===== config.mk =====
export PLATFORM = sky130hd
export DESIGN_NAME = css_ram
export DESIGN_NICKNAME = d
export VERILOG_FILES = /design/src/design/css_ram.sv
export SDC_FILE = /design/constraint.sdc
export NUM_CORES = 1
export LEC_CHECK = 0
export BUFFER_PORTS_ARGS = -buffer_cell sky130_fd_sc_hd__buf_2
export CAP_MARGIN = 20
export CORE_MARGIN = 2
export CORE_UTILIZATION = 65
export CTS_CLUSTER_DIAMETER = 100
export DETAILED_ROUTE_END_ITERATION = 12
export PLACE_DENSITY = 0.81
export SLEW_MARGIN = 20
export SYNTH_ARGS = -nofsm -noshare
export SYNTH_HDL_FRONTEND = slang
export SYNTH_SLANG_ARGS = --single-unit
export TNS_END_PERCENT = 100

===== constraint.sdc =====
create_clock -name i_clk -period 3.1 [get_ports i_clk]
set_input_delay 0.465 -clock i_clk [delete_from_list [all_inputs] [get_ports i_clk]]
set_output_delay 0.465 -clock i_clk [all_outputs]
set_load 0.05 [all_outputs]

===== src/design/css_ram.sv =====
// ----------------------------------------------------------------------------
// css_ram
// Generic simple dual-port RAM, one write and one registered read per cycle.
// ----------------------------------------------------------------------------
module css_ram #(
    parameter int WIDTH = 8,
    parameter int DEPTH = 16
) (
    input  logic                     i_clk,
    input  logic                     i_we,
    input  logic [$clog2(DEPTH)-1:0] i_waddr,
    input  logic [WIDTH-1:0]         i_wdata,
    input  logic [$clog2(DEPTH)-1:0] i_raddr,
    output logic [WIDTH-1:0]         o_rdata
);

    logic [WIDTH-1:0] r_mem [DEPTH];
    logic [WIDTH-1:0] r_rdata;

    // Write and registered read
    always_ff @(posedge i_clk) begin
        if (i_we) begin
            r_mem[i_waddr] <= i_wdata;
        end
        r_rdata <= r_mem[i_raddr];
    end

    assign o_rdata = r_rdata;

endmodule


==> reports/qor.yml <==
num_io_pins: 26
syn-instance-count: 229
status: "finished, final reports clean"
intPower_mw: 3.48
drtPass1Iterations: 5
p_sw_uw: 871
synthDistinctLibCells: 19
reg2reg_slack_ns: 1.71
yosys-top-cells-area: "edfxtp_1, mux4_2, mux4_1"
dp_worst_setup_slack_ns: 0.902
rows: 32
postSynthAreaPerCell_um2: 22.5
seqPwrFrac: 0.475
grt_max_degree: 33
p_leak_nw: 2.05
cts_max_level: 4
cts_buffers: 17
path_cells: "buf_2 > buf_12 > mux4_1 > a22oi_1 > nand2_1"
setup_viol: 0
ys_ff_latch: 136
syn_area_mm2: 0.00515
core-area_mm2: 0.00769
fin_crit_sh: 0.540
routed_wl_um: 9780
start_kind: "input pin"
postLayoutCoreUtil: 0.782
gr-total-overflow: 0
vias: 2498
first_global_vias: 2512
reg2regPathDepth: 3
clkPwrFrac: 0.473
required_ns: 3.50
grt_pass1_wl_um: 14900
gp_congestion: 0.767
fin_crit_ns: 1.67
syn_to_final_growth_pct: 16.8
die_w_um: 93.0
r2r-end: "o_rdata[0]"
ys_warn_count: 0
rsz0062_at_grt: "no"
arrival_ns: 2.07
power.share.switching: 0.200
cts_tree: "yes"
hpwl_um: 5940
power_density_mw_per_mm2: 724
antennaDiodeCount: 0
fmax_mhz: 597
hp-class: "input pin to register"
clockBufferDepth: 2
crit_fanout: 18
fillers: 410
max-slew-margin-rel: 0.396
end_kind: "register"
cts_resized: 0
maxSlewViolCount: 0
layout_setup_ws_ns: 1.43
initial_utilization: 0.670
portBuffers: 25
clk_latency_ns: 0.51
critPathMaxStageDelay_ns: 0.58
r2r_start: "r_mem[0][0]"
dieArea_mm2: 0.00865
drc: 0
final_nets: 290
tns_ns: 0
synth-seq-area-share: 0.778
clockRootBuffer: "clkbuf_8"
via_per_inst: 6.45
grtUsageTotal: 0.254
syn_nets: 247
multiInputGateArea_mm2: 0.00106
crit_path_top_delay_cell: "mux4_1"
postCtsHoldBufs: 0
setup.worst_path.start: "i_raddr[0]"
drive_above_1_share: 0.295
comb_power_share: 0.052
postCtsSetupRepairBufs: 0
cts.sinks: 136
path_class: "input pin to register"
synth_top_area_share: 0.747
timing.hold.ws_ns: 0.334
clock-skew-final_ns: 0.00630
ant_nets: 0
wl_per_cell_um: 25.3
ir_drop_uv: 554
power_mw: 4.35
die_y_um: 93.0
hold_violations: 0
worstMarginPinSlew_ns: 0.903
antenna_found_initial: 0
drt_iter0_drc: 306
crit_end: "o_rdata[2]"
cap_violations: 0
regArea_mm2: 0.00400
synth_area_leader_cell: "edfxtp_1"
clk_pin_slew_worst_paths_ns: 0.06
power groups by stage:
stage / clock network [mW] / registers (mW) / logic [mW]
finish: 2.06 / 2.07 / 0.225
global route: 2.16 / 2.07 / 0.241
floorplan: 0 / 2.15 / 0.104
detailed placement: 0 / 2.11 / 0.225
CTS: 2.07 / 2.07 / 0.228
global placement: 0 / 2.10 / 0.218
per-layer routing:
layer	up-vias	part of all wire	track usage
met3	15	0.072	0.0709
met1	1296	0.40	0.337
met2	126	0.52	0.422
met5	-	0	0
met4	0	0.013	0.0723
li1	1061	-	-
how the worst min path moves through the flow:
stage	start	to	slack [ns]	cells after the start
after CTS	i_wdata[3]	r_mem[5][3]	0.32	1
final	i_wdata[3]	r_mem[5][3]	0.33	1
after detailed placement	r_mem[11][2]	o_rdata[2]	0.67	3
after floorplan	i_wdata[0]	r_mem[0][0]	0.56	0
after global placement	r_mem[8][2]	o_rdata[2]	0.65	3
after global routing	i_wdata[3]	r_mem[5][3]	0.32	1
cells in the mapped netlist:
cell             count
mux4_1              14
mux4_2              18
nor3_1               4
dfxtp_1              8
clkdlybuf4s25_2      3
buf_6                3
nor2b_1              1
buf_2                3
and2_1               1
nand2b_1             2
edfxtp_1           128
nand2_1              9
nand3b_1             2
or3b_2               1
nand3_1              1
buf_4                1
and2b_1              1
a22oi_1             16
nor2_1              13
layout make-up:
type                            instances  share of cell area
Clock buffer                           20              0.0741
Clock inverter                         12              0.0289
Tap cell                              102              0.0212
Sequential cell                       136               0.666
Multi-Input combinational cell         83               0.176
Timing Repair Buffer                   34              0.0341
cell families after synthesis:
kind of cell / count (synthesis) / synth area share
multiplexers: 32 / 0.150
buffers and inverters: 10 / 0.0168
AND/OR/NAND/NOR: 35 / 0.0318
AO/OA/AOI/OAI: 16 / 0.0233
flip-flops: 136 / 0.778
registers in the layout, indices dropped and copies added (netlist names):
register,count
r_mem,128
o_rdata,8
stage by stage:
step                cells  cell area (um2)
detailed placement    355             5390
finish                387             6010
floorplan             229             5150
global placement      355             5390
CTS                   387             6010
global route          387             6010
critical path: cells and delay by family:
family,cells,cell delay (ns)
compound gates,1,0.21
buf+inv,2,0.72
mux,1,0.58
simple gates,1,0.07
cell usage in the layout (no fill, tap or decap), types with 3 or more instances in the layout:
master	synthesis	final
a22oi_1	16	16
buf_2	3	25
buf_4	1	8
bufinv_16	0	4
clkbuf_16	0	16
clkbuf_8	0	3
clkinv_2	0	4
dfxtp_1	8	8
edfxtp_1	128	128
mux4_1	14	14
mux4_2	18	18
nand2_1	9	9
nor2_1	13	13
nor3_1	4	4
(Power assumes the default switching activity.)
